[src/sv/efr_pkg.sv]
// Shared codes, result type, CRC and EtherType helpers for the Ethernet frame receiver.
package efr_pkg;

	localparam int MAX_FRAME = 2048;
	localparam int CNT_W = 12;
	localparam logic [CNT_W-1:0] MAX_CNT = CNT_W'(MAX_FRAME);

	localparam logic [2:0] OP_J = 3'd0;
	localparam logic [2:0] OP_K = 3'd1;
	localparam logic [2:0] OP_T = 3'd2;
	localparam logic [2:0] OP_R = 3'd3;
	localparam logic [2:0] OP_DATA = 3'd4;

	localparam logic [2:0] EV_SFD = 3'd0;
	localparam logic [2:0] EV_DST = 3'd1;
	localparam logic [2:0] EV_SRC = 3'd2;
	localparam logic [2:0] EV_TYPE = 3'd3;
	localparam logic [2:0] EV_PAYLOAD = 3'd4;
	localparam logic [2:0] EV_END = 3'd5;

	localparam logic [2:0] PH_IDLE = 3'd0;
	localparam logic [2:0] PH_HUNT = 3'd1;
	localparam logic [2:0] PH_DST = 3'd2;
	localparam logic [2:0] PH_SRC = 3'd3;
	localparam logic [2:0] PH_TYPE = 3'd4;
	localparam logic [2:0] PH_DATA = 3'd5;

	localparam logic [31:0] CRC_POLY = 32'hEDB88320;
	localparam logic [31:0] CRC_INIT = 32'hFFFFFFFF;
	localparam logic [31:0] CRC_RESIDUE = 32'h2144DF1C;
	localparam logic [7:0] SFD_BYTE = 8'hD5;
	localparam logic [7:0] PREAMBLE_MAX = 8'hFF;
	localparam logic [2:0] MAC_BYTES = 3'd6;
	localparam logic [2:0] TYPE_BYTES = 3'd2;
	localparam logic [CNT_W-1:0] FCS_BYTES = CNT_W'(4);

	localparam int TDATA_W = 88;

	typedef struct packed {
		logic valid;
		logic [2:0] event_res;
		logic [47:0] field_value;
		logic [7:0] preamble_bytes;
		logic dst_bcast;
		logic type_known;
		logic fcs_ok;
		logic [CNT_W-1:0] frame_bytes;
		logic [CNT_W-1:0] payload_bytes;
		logic payload_delivered;
	} efr_result_t;

	function automatic logic [31:0] crc_byte(input logic [31:0] crc, input logic [7:0] b);
		logic [31:0] c;
		c = crc ^ {24'd0, b};
		for (int k = 0; k < 8; k++) begin
			c = c[0] ? ((c >> 1) ^ CRC_POLY) : (c >> 1);
		end
		return c;
	endfunction

	function automatic logic type_is_known(input logic [15:0] t);
		return t inside {
			16'h0800, 16'h0806, 16'h0842, 16'h22F0, 16'h22F3, 16'h22EA, 16'h6002,
			16'h6003, 16'h6004, 16'h8035, 16'h809B, 16'h80F3, 16'h8100, 16'h8102,
			16'h8103, 16'h8137, 16'h8204, 16'h86DD, 16'h8808, 16'h8809, 16'h8819,
			16'h8847, 16'h8848, 16'h8863, 16'h8864, 16'h887B, 16'h888E, 16'h8892,
			16'h889A, 16'h88A2, 16'h88A4, 16'h88A8, 16'h88AB, 16'h88B8, 16'h88B9,
			16'h88BA, 16'h88BF, 16'h88CC, 16'h88CD, 16'h88E3, 16'h88E5, 16'h88E7,
			16'h88F7, 16'h88F8, 16'h88FB, 16'h8902, 16'h8906, 16'h8914, 16'h8915,
			16'h891D, 16'h893A, 16'h892F, 16'h9000, 16'h9100, 16'hF1C1};
	endfunction

endpackage

[src/sv/ethernet_frame_receiver_fcs_check.sv]
// Top level of the Ethernet II frame receiver with FCS check.
// The block takes one decoded line symbol per beat and can accept a beat in every
// clock cycle while it is not stalled. Each symbol is captured in an input register,
// and the frame stage then updates the frame state and loads the output register on
// the same clock edge; that stage holds the bytewise CRC-32 update and the parallel
// compare against the table of known EtherTypes, which set the longest path. The
// input side keeps accepting while a result waits in the output register, and stalls
// only when both registers are full.
module ethernet_frame_receiver_fcs_check
	import efr_pkg::*;
(
	input logic clk,
	input logic arst_n,
	input logic s_tvalid,
	output logic s_tready,
	input logic [7:0] s_tdata,   // data_byte
	input logic [2:0] s_tuser,   // operation
	output logic m_tvalid,
	input logic m_tready,
	// field_value, preamble_bytes, dst_bcast, type_known, fcs_ok, frame_bytes,
	// payload_bytes, payload_delivered, four zero bits
	output logic [TDATA_W-1:0] m_tdata,
	output logic [2:0] m_tuser   // event_res
);

	logic valid_s1;
	logic [2:0] op_s1;
	logic [7:0] byte_s1;
	logic advance;
	logic en;
	efr_result_t res;
	logic m_valid_q;
	efr_result_t m_res_q;

	assign advance = !m_valid_q || m_tready;
	assign s_tready = !valid_s1 || advance;
	assign en = valid_s1 && advance;

	always_ff @(posedge clk or negedge arst_n) begin
		if (!arst_n) begin
			valid_s1 <= 1'b0;
		end else if (s_tready) begin
			valid_s1 <= s_tvalid;
		end
	end

	always_ff @(posedge clk) begin
		if (s_tvalid && s_tready) begin
			op_s1 <= s_tuser;
			byte_s1 <= s_tdata;
		end
	end

	efr_frame u_frame (
		.clk(clk),
		.arst_n(arst_n),
		.en(en),
		.op(op_s1),
		.data_byte(byte_s1),
		.res(res)
	);

	always_ff @(posedge clk or negedge arst_n) begin
		if (!arst_n) begin
			m_valid_q <= 1'b0;
		end else if (advance) begin
			m_valid_q <= en && res.valid;
		end
	end

	always_ff @(posedge clk) begin
		if (en && res.valid) begin
			m_res_q <= res;
		end
	end

	assign m_tvalid = m_valid_q;
	assign m_tuser = m_res_q.event_res;
	assign m_tdata = {4'd0, m_res_q.payload_delivered, m_res_q.payload_bytes,
		m_res_q.frame_bytes, m_res_q.fcs_ok, m_res_q.type_known, m_res_q.dst_bcast,
		m_res_q.preamble_bytes, m_res_q.field_value};

endmodule

[src/sv/efr_frame.sv]
// Frame state, header collection, CRC and length counting for the frame receiver.
module efr_frame
	import efr_pkg::*;
(
	input logic clk,
	input logic arst_n,
	input logic en,
	input logic [2:0] op,
	input logic [7:0] data_byte,
	output efr_result_t res
);

	logic [2:0] phase_q, phase_d;
	logic seen_j_q, seen_j_d;
	logic [2:0] field_count_q, field_count_d;
	logic [47:0] field_shift_q, field_shift_d;
	logic [7:0] preamble_count_q, preamble_count_d;
	logic [31:0] crc_running_q, crc_running_d;
	logic [31:0] crc_committed_q, crc_committed_d;
	logic [CNT_W-1:0] payload_count_q, payload_count_d;

	logic [31:0] crc_next;
	logic [47:0] shift_next;
	logic [2:0] count_next;
	logic [CNT_W-1:0] hdr_len;
	logic [CNT_W:0] total;

	always_comb begin
		crc_next = crc_byte(crc_running_q, data_byte);
		shift_next = {field_shift_q[39:0], data_byte};
		count_next = field_count_q + 3'd1;
		case (phase_q)
			PH_SRC: hdr_len = CNT_W'(6);
			PH_TYPE: hdr_len = CNT_W'(12);
			PH_DATA: hdr_len = CNT_W'(14);
			default: hdr_len = '0;
		endcase
		total = {1'b0, hdr_len} + {1'b0, payload_count_q};
	end

	always_comb begin
		phase_d = phase_q;
		seen_j_d = seen_j_q;
		field_count_d = field_count_q;
		field_shift_d = field_shift_q;
		preamble_count_d = preamble_count_q;
		crc_running_d = crc_running_q;
		crc_committed_d = crc_committed_q;
		payload_count_d = payload_count_q;
		res = '0;
		res.preamble_bytes = preamble_count_q;

		case (op)
			OP_J: begin
				seen_j_d = 1'b1;
			end
			OP_K, OP_T, OP_R: begin
				if (op == OP_T) begin
					res.valid = 1'b1;
					res.event_res = EV_END;
					res.fcs_ok = ((crc_committed_q ^ CRC_INIT) == CRC_RESIDUE);
					res.frame_bytes = (total > {1'b0, MAX_CNT}) ? MAX_CNT : total[CNT_W-1:0];
					res.payload_delivered = (payload_count_q >= FCS_BYTES);
					res.payload_bytes = res.payload_delivered ?
						(payload_count_q - FCS_BYTES) : '0;
				end
				field_count_d = '0;
				field_shift_d = '0;
				preamble_count_d = '0;
				crc_running_d = CRC_INIT;
				crc_committed_d = CRC_INIT;
				payload_count_d = '0;
				if (op == OP_K && seen_j_q) begin
					phase_d = PH_HUNT;
				end else begin
					phase_d = PH_IDLE;
					seen_j_d = 1'b0;
				end
			end
			OP_DATA: begin
				case (phase_q)
					PH_HUNT: begin
						if (preamble_count_q != PREAMBLE_MAX) begin
							preamble_count_d = preamble_count_q + 8'd1;
						end
						if (data_byte == SFD_BYTE) begin
							phase_d = PH_DST;
							field_count_d = '0;
							field_shift_d = '0;
							res.valid = 1'b1;
							res.event_res = EV_SFD;
							res.preamble_bytes = preamble_count_d;
						end
					end
					PH_DST, PH_SRC, PH_TYPE: begin
						crc_running_d = crc_next;
						field_shift_d = shift_next;
						field_count_d = count_next;
						if ((phase_q == PH_TYPE && count_next == TYPE_BYTES) ||
							(phase_q != PH_TYPE && count_next == MAC_BYTES)) begin
							crc_committed_d = crc_next;
							field_count_d = '0;
							field_shift_d = '0;
							res.valid = 1'b1;
							case (phase_q)
								PH_DST: begin
									phase_d = PH_SRC;
									res.event_res = EV_DST;
									res.field_value = shift_next;
									res.dst_bcast = &shift_next;
								end
								PH_SRC: begin
									phase_d = PH_TYPE;
									res.event_res = EV_SRC;
									res.field_value = shift_next;
								end
								default: begin
									phase_d = PH_DATA;
									res.event_res = EV_TYPE;
									res.field_value = {32'd0, shift_next[15:0]};
									res.type_known = type_is_known(shift_next[15:0]);
								end
							endcase
						end
					end
					PH_DATA: begin
						crc_running_d = crc_next;
						crc_committed_d = crc_next;
						if (payload_count_q < MAX_CNT) begin
							payload_count_d = payload_count_q + CNT_W'(1);
						end
						res.valid = 1'b1;
						res.event_res = EV_PAYLOAD;
						res.field_value = {40'd0, data_byte};
					end
					default: begin
					end
				endcase
			end
			default: begin
			end
		endcase
	end

	always_ff @(posedge clk or negedge arst_n) begin
		if (!arst_n) begin
			phase_q <= PH_IDLE;
			seen_j_q <= 1'b0;
			field_count_q <= '0;
			field_shift_q <= '0;
			preamble_count_q <= '0;
			crc_running_q <= CRC_INIT;
			crc_committed_q <= CRC_INIT;
			payload_count_q <= '0;
		end else if (en) begin
			phase_q <= phase_d;
			seen_j_q <= seen_j_d;
			field_count_q <= field_count_d;
			field_shift_q <= field_shift_d;
			preamble_count_q <= preamble_count_d;
			crc_running_q <= crc_running_d;
			crc_committed_q <= crc_committed_d;
			payload_count_q <= payload_count_d;
		end
	end

endmodule

[config.mk]
export PLATFORM = sky130hd
export DESIGN_NAME = ethernet_frame_receiver_fcs_check
export DESIGN_NICKNAME = d
export VERILOG_FILES = /design/src/sv/efr_pkg.sv /design/src/sv/ethernet_frame_receiver_fcs_check.sv /design/src/sv/efr_frame.sv
export SDC_FILE = /design/constraint.sdc
export NUM_CORES = 1
export LEC_CHECK = 0
export ABC_CLOCK_PERIOD_IN_PS = 7800
export BUFFER_PORTS_ARGS = -buffer_cell sky130_fd_sc_hd__buf_2
export CAP_MARGIN = 20
export CORE_MARGIN = 2
export CORE_UTILIZATION = 60
export CTS_CLUSTER_SIZE = 28
export DETAILED_ROUTE_END_ITERATION = 16
export GPL_TIMING_DRIVEN = 1
export PLACE_DENSITY_LB_ADDON = 0.15
export SKIP_CTS_REPAIR_TIMING = 1
export SLEW_MARGIN = 40
export SYNTH_ARGS = -nofsm -noshare
export SYNTH_HDL_FRONTEND = slang
export SYNTH_SLANG_ARGS = --single-unit
[constraint.sdc]
create_clock -name clk -period 7.8 [get_ports clk]
set_input_delay 1.56 -clock clk [delete_from_list [all_inputs] [get_ports clk]]
set_output_delay 1.56 -clock clk [all_outputs]
set_load 0.1 [all_outputs]
==> results of run 1 <==
[worst max path at each step]
stage,endpoint,start,depth (start not counted)
4_1_cts,s_tready,m_tready,3
5_1_grt,s_tready,m_tready,3
6_report,s_tready,m_tready,3
3_5_place_dp,s_tready,m_tready,3
3_3_place_gp,m_tdata[14],m_tready,5
2_1_floorplan,m_tdata[0],m_tready,3
[power by group]
part | internal [uW] | switching [uW]
sequential | 1400 | 72.4
combinational | 273 | 381
clock | 640 | 458
total | 2310 | 911
[routing by layer]
layer / up-vias / GRT usage [%] / wire length, um
li1: 4056 / - / -
met1: 3937 / 34.6 / 11000
met2: 236 / 39.6 / 11500
met3: 32 / 3.77 / 1290
met4: 0 / 6.58 / 532
met5: - / 0 / 0
[stage by stage]
stage          setup WS (ns)  area [um^2]  total power [uW]  util (%)
2_1_floorplan           1.61        11500              2020         -
3_3_place_gp            4.02        12100              2130      64.7
3_5_place_dp            4.04        12100              2150      64.9
4_1_cts                 4.03        12900              3250      69.0
5_1_grt                 3.99        12900              3370      69.0
6_report                4.03        12900              3220      69.0
[state kept, by name (all words and copies together) (netlist names), 3 cells and up]
register                  flops
byte_s1                       8
m_tdata                      84
m_tuser                       3
op_s1                         3
u_frame.crc_committed_q      32
u_frame.crc_running_q        32
u_frame.field_count_q         3
u_frame.field_shift_q        40
u_frame.payload_count_q      12
u_frame.phase_q               3
u_frame.preamble_count_q      8
[placed cells by master (no fill, tap or decap), types with 17 or more instances in the layout]
cell type  count
nor3_1        17
edfxtp_1      98
nand3_1       25
dfrtp_1       69
buf_2        103
dfstp_2       64
clkbuf_16     25
xor2_1        27
nand2_1      116
nor2_1       162
inv_1         20
a21oi_1       81
o31ai_1       17
and2_1        49
o21ai_0       57
nand4_1       25
xnor2_1       69
[cell type report]
cell class,count,area (um^2),area share [%]
sequential,231,6350,49.2
multi-input combinational,807,4820,37.3
clock buffer,33,676,5.23
timing repair buffer,114,609,4.72
tap,234,293,2.27
clock inverter,11,90.1,0.698
inverter,20,75.1,0.581
[logic make-up after synthesis]
| group | synth area share (%) |
|---|---|
| AO/OA/AOI/OAI | 10.8 |
| AND/OR/NAND/NOR | 19.8 |
| buffers and inverters | 3.32 |
| adder cells (fa/ha/maj) | 1.59 |
| multiplexers | 0.284 |
| flip-flops | 55.4 |
| other | 0.0327 |
| XOR/XNOR | 8.75 |
[worst reg2reg max path, cell delays in order, from the launching register on]
cell      delay [ns]
dfrtp_1         0.51
inv_1           0.12
nor2_1          0.31
nand2_1         0.14
nand2b_1        0.15
ha_1            0.24
a21o_1          0.16
a21oi_1         0.63
nor4bb_1        0.43
o21ai_1         0.25
o31a_1          0.25
nor2b_1         0.14
==> results_dict.tcl, run 1 <==
set metrics [dict create \
    wl_um 24300 \
    synth-edff-count 98 \
    slew_headroom_pct 46.8 \
    gp_congestion 0.876 \
    num_rows 50 \
    hold-path-cell-count 2 \
    core-area_um2 18700 \
    die_area_um2 20200 \
    finalSetupTns_ns 0 \
    crit_type "input pin to output pin" \
    whs_ns 0.495 \
    worst_setup_path_end_kind "output pin" \
    first_pass_iters 5 \
    grt_max_degree 89 \
    dp.cells 1406 \
    overflow 0 \
    grt_pass1_wl_um 39700 \
    antenna_found_initial 0 \
    fmax_mhz 265 \
    wire_per_inst_um 16.8 \
    clk_transition_reported_paths_ns 0.06 \
    powerDensity_nw_per_um2 250 \
    tightest_slew_ns 0.792 \
    cts-buffers-inserted 24 \
    min_path_type "flip-flop to flip-flop" \
    initial_core_util_pct 61.3 \
    finalHoldViolations 0 \
    grt_pass1_vias 7712 \
    vias 8261 \
    path_buf_inv 2 \
    die_w_um 142 \
    clk_path_buf_depth 3 \
    cp.arrival_ns 2.21 \
    yosys.area.top_type "edfxtp_1" \
    drive_gt1_share_pct 19.7 \
    htree_num_levels 1 \
    max_stage_delay_ns 0.44 \
    worst_path_max_delay_cell "buf_2" \
    fin_crit_sh_pct 48.3 \
    period_minus_slack_ns 3.77 \
    final-max-slew-violation-count 0 \
    crit_path_start_kind "input pin" \
    reg2reg_depth 11 \
    hp-start "u_frame.field_shift_q[34]" \
    avgViaCountPerCell 5.70 \
    grt_usage_pct 24.4 \
    path_cells "buf_2 -> nand3b_1 -> buf_2" \
    synthTopCellsByArea "edfxtp_1, dfrtp_1, dfstp_2, xnor2_1, nor2_1" \
    cp_common_cell "buf_2" \
    clock_sinks 231 \
    avgSynthCellArea_um2 10.2 \
    r2r_setup_slack_ns 4.33 \
    drtAntennaViolNets 0 \
    yosysMostFrequentCell "nor2_1" \
    holdPathEnd "u_frame.field_shift_q[34]" \
    ys_types 69 \
    ys.flop_type "edfxtp_1" \
    peakVddDrop_uv 244 \
    status "finished, final reports clean" \
    n_antenna_cell 0 \
    rsz0062_at_grt "no" \
    finClkSkew_ns 0.00741 \
    clock_latency_ns 0.52 \
    area_delta_synth_final_pct 12.6 \
    ios 108 \
    fill_cells 1444 \
    critPathRequiredTime_ns 6.24 \
    cts_tree "yes" \
    nets 1227 \
    r2r_start "u_frame.phase_q[1]" \
    synth_top_area_share_pct 25.7 \
    drc 0 \
    path_delay_family "buffers and inverters" \
    critPathMaxFanout 3 \
    synth-async-reset-ratio_pct 57.6 \
    dr.first_iter.drc_count 498 \
    postSynthCellCount 1126 \
    maxCapViolCount 0 \
    r2r-end "m_tdata[61]" \
    cts-root-buf "clkbuf_16" \
    synth_seq_cells 231 \
    die-height_um 142 \
    port_buffers 103 \
    place_hpwl_um 16500 \
    yosysSeqAreaShare_pct 55.4 \
    setup_viol 0 \
    syn_area_um2 11500 \
    stdcell_count 1450 \
    p_leak_uw 0.00486 \
    yosysWarnings 0 \
    synth_commonest_cells "nor2_1, nand2_1, edfxtp_1" \
]
(Power assumes the default switching activity.)
==> run 2, diff against run 1 <==
--- a/config.mk
+++ b/config.mk
@@ -5,11 +5,11 @@
 export SDC_FILE = /design/constraint.sdc
 export NUM_CORES = 1
 export LEC_CHECK = 0
-export ABC_CLOCK_PERIOD_IN_PS = 7800
+export ABC_CLOCK_PERIOD_IN_PS = 3400
 export BUFFER_PORTS_ARGS = -buffer_cell sky130_fd_sc_hd__buf_2
 export CAP_MARGIN = 20
 export CORE_MARGIN = 2
-export CORE_UTILIZATION = 60
+export CORE_UTILIZATION = 54
 export CTS_CLUSTER_SIZE = 28
 export DETAILED_ROUTE_END_ITERATION = 16
 export GPL_TIMING_DRIVEN = 1
==> constraint.sdc (replaced) <==
create_clock -name clk -period 3.4 [get_ports clk]
set_input_delay 0.68 -clock clk [delete_from_list [all_inputs] [get_ports clk]]
set_output_delay 0.68 -clock clk [all_outputs]
set_load 0.1 [all_outputs]
==> results_dict.tcl, run 2 (synthesis results as in run 1) <==
set metrics [dict create \
    status "finished, final reports clean" \
    post-route-util_pct 62.8 \
    core-area_um2 21000 \
    die_area_um2 22400 \
    maxCapViolCount 0 \
    drive_gt1_share_pct 20.8 \
    grt_usage_pct 22.9 \
    wire_per_inst_um 16.5 \
    final_common_cell "nor2_1" \
    first_pass_iters 5 \
    wl_um 24900 \
    setup_viol 0 \
    initial_core_util_pct 54.7 \
    place_hpwl_um 17000 \
    crit_path_start_kind "flip-flop" \
    nets 1244 \
    area_delta_synth_final_pct 14.8 \
    die_w_um 150 \
    fill_cells 1739 \
    drtAntennaViolNets 0 \
    cts-root-buf "clkbuf_16" \
    vias 8310 \
    final-max-slew-violation-count 0 \
    ios 108 \
    finClkSkew_ns 0.0165 \
    critPathMaxFanout 10 \
    clk_transition_reported_paths_ns 0.06 \
    overflow 0 \
    n_antenna_cell 0 \
    slew_headroom_pct 48.0 \
    finalHoldViolations 0 \
    powerDensity_nw_per_um2 578 \
    min_path_type "input pin to async pin" \
    dr.first_iter.drc_count 620 \
    grt_pass1_vias 7976 \
    avgViaCountPerCell 5.51 \
    cp.arrival_ns 3.51 \
    multiInputGateArea_um2 4800 \
    die-height_um 150 \
    reg2reg_depth 12 \
    p_leak_uw 0.00499 \
    grt_pass1_wl_um 41300 \
    r2r_setup_slack_ns 0.28 \
    path_cells "inv_1 -> ha_1 -> a21oi_1 -> nor2_1 -> ha_1 -> fa_1 -> a21o_1 -> nand3_1 -> xor2_1 -> o2111ai_1 -> o31a_1 -> nor2b_1" \
    htree_num_levels 1 \
    r2r-end "m_tdata[61]" \
    num_rows 53 \
    finalSetupTns_ns 0 \
    gp_congestion 0.901 \
    cp_common_cell "ha_1" \
    worst_setup_path_end_kind "flip-flop" \
    tightest_slew_ns 0.774 \
    cts_tree "yes" \
    largest_register_ffs 84 \
    layout_common_cells "nor2_1, nand2_1, buf_2" \
    max_stage_delay_ns 0.50 \
    r2r_start "u_frame.phase_q[1]" \
    peakVddDrop_uv 397 \
    whs_ns 0.240 \
    clock_latency_ns 0.53 \
    clock_sinks 231 \
    port_buffers 103 \
    fmax_mhz 321 \
    grt_max_degree 78 \
    seq_area_um2 6350 \
    drc 0 \
    critPathRequiredTime_ns 3.79 \
    rsz0062_at_grt "no" \
    clk_path_buf_depth 3 \
    fin_crit_sh_pct 91.7 \
    crit_type "flip-flop to flip-flop" \
    antenna_found_initial 0 \
    cts-buffers-inserted 25 \
    period_minus_slack_ns 3.12 \
    worst_path_max_delay_cell "dfrtp_1" \
]
-- run 2: cell types whose count changed in the layout (fill, tap and decap cells not counted), moves of 2 or more --
cell and delta:
buf_12 +3, buf_6 -3, clkbuf_1 -4, clkbuf_8 +2, clkinv_1 +3, nor3_1 +2
buf_4 +17, nor3_2 -2
-- run 2: how the worst max path moves through the flow --
stage | from | to | slack (ns) | cells after the start
floorplan | op_s1[0] | m_tdata[0] | 0.005 | 8
global placement | u_frame.phase_q[1] | m_tdata[60] | 0.43 | 12
detailed placement | u_frame.phase_q[1] | m_tdata[61] | 0.32 | 12
CTS | u_frame.phase_q[1] | m_tdata[61] | 0.29 | 12
global route | u_frame.phase_q[1] | m_tdata[61] | 0.04 | 12
finish | u_frame.phase_q[1] | m_tdata[61] | 0.28 | 12
-- run 2: metal layers --
| layer | GRT usage [%] | part of all wire, % | up-vias |
|---|---|---|---|
| li1 | - | - | 4105 |
| met2 | 37.3 | 48 | 237 |
| met4 | 6.27 | 2.6 | 0 |
| met3 | 3.32 | 4.9 | 44 |
| met1 | 32.3 | 44 | 3924 |
| met5 | 0 | 0 | - |
-- run 2: metrics by stage --
step / setup slack, ns / instances / total power (uW) / cell area [um^2]
after floorplan: 0.00454 / 1129 / 4630 / 11500
after global placement: 0.429 / 1462 / 4940 / 12300
after detailed placement: 0.321 / 1463 / 4970 / 12300
after CTS: 0.294 / 1509 / 7680 / 13200
after global routing: 0.0394 / 1509 / 7970 / 13200
final: 0.281 / 1509 / 7610 / 13200
-- run 2: area by class of cell --
| class | instances | area share, % |
|---|---|---|
| Clock inverter | 15 | 1.06 |
| Tap cell | 275 | 2.61 |
| Sequential cell | 231 | 48.3 |
| Timing Repair Buffer | 130 | 5.76 |
| Multi-Input combinational cell | 807 | 36.5 |
| Inverter | 20 | 0.570 |
| Clock buffer | 31 | 5.23 |
-- run 2: where the power goes --
group | total (uW) | internal, uW | switching (uW)
clock network | 2690 | 1590 | 1100
logic | 1550 | 655 | 900
registers | 3360 | 3210 | 151
total | 7610 | 5460 | 2150
-- run 2: critical path, delay by kind of cell, from the launching register on --
family,cells,cell delay (ns)
buf+inv,1,0.13
flops,1,0.50
xor+xnor,1,0.20
compound gates,4,0.90
fa+ha+maj,3,0.92
simple gates,3,0.33
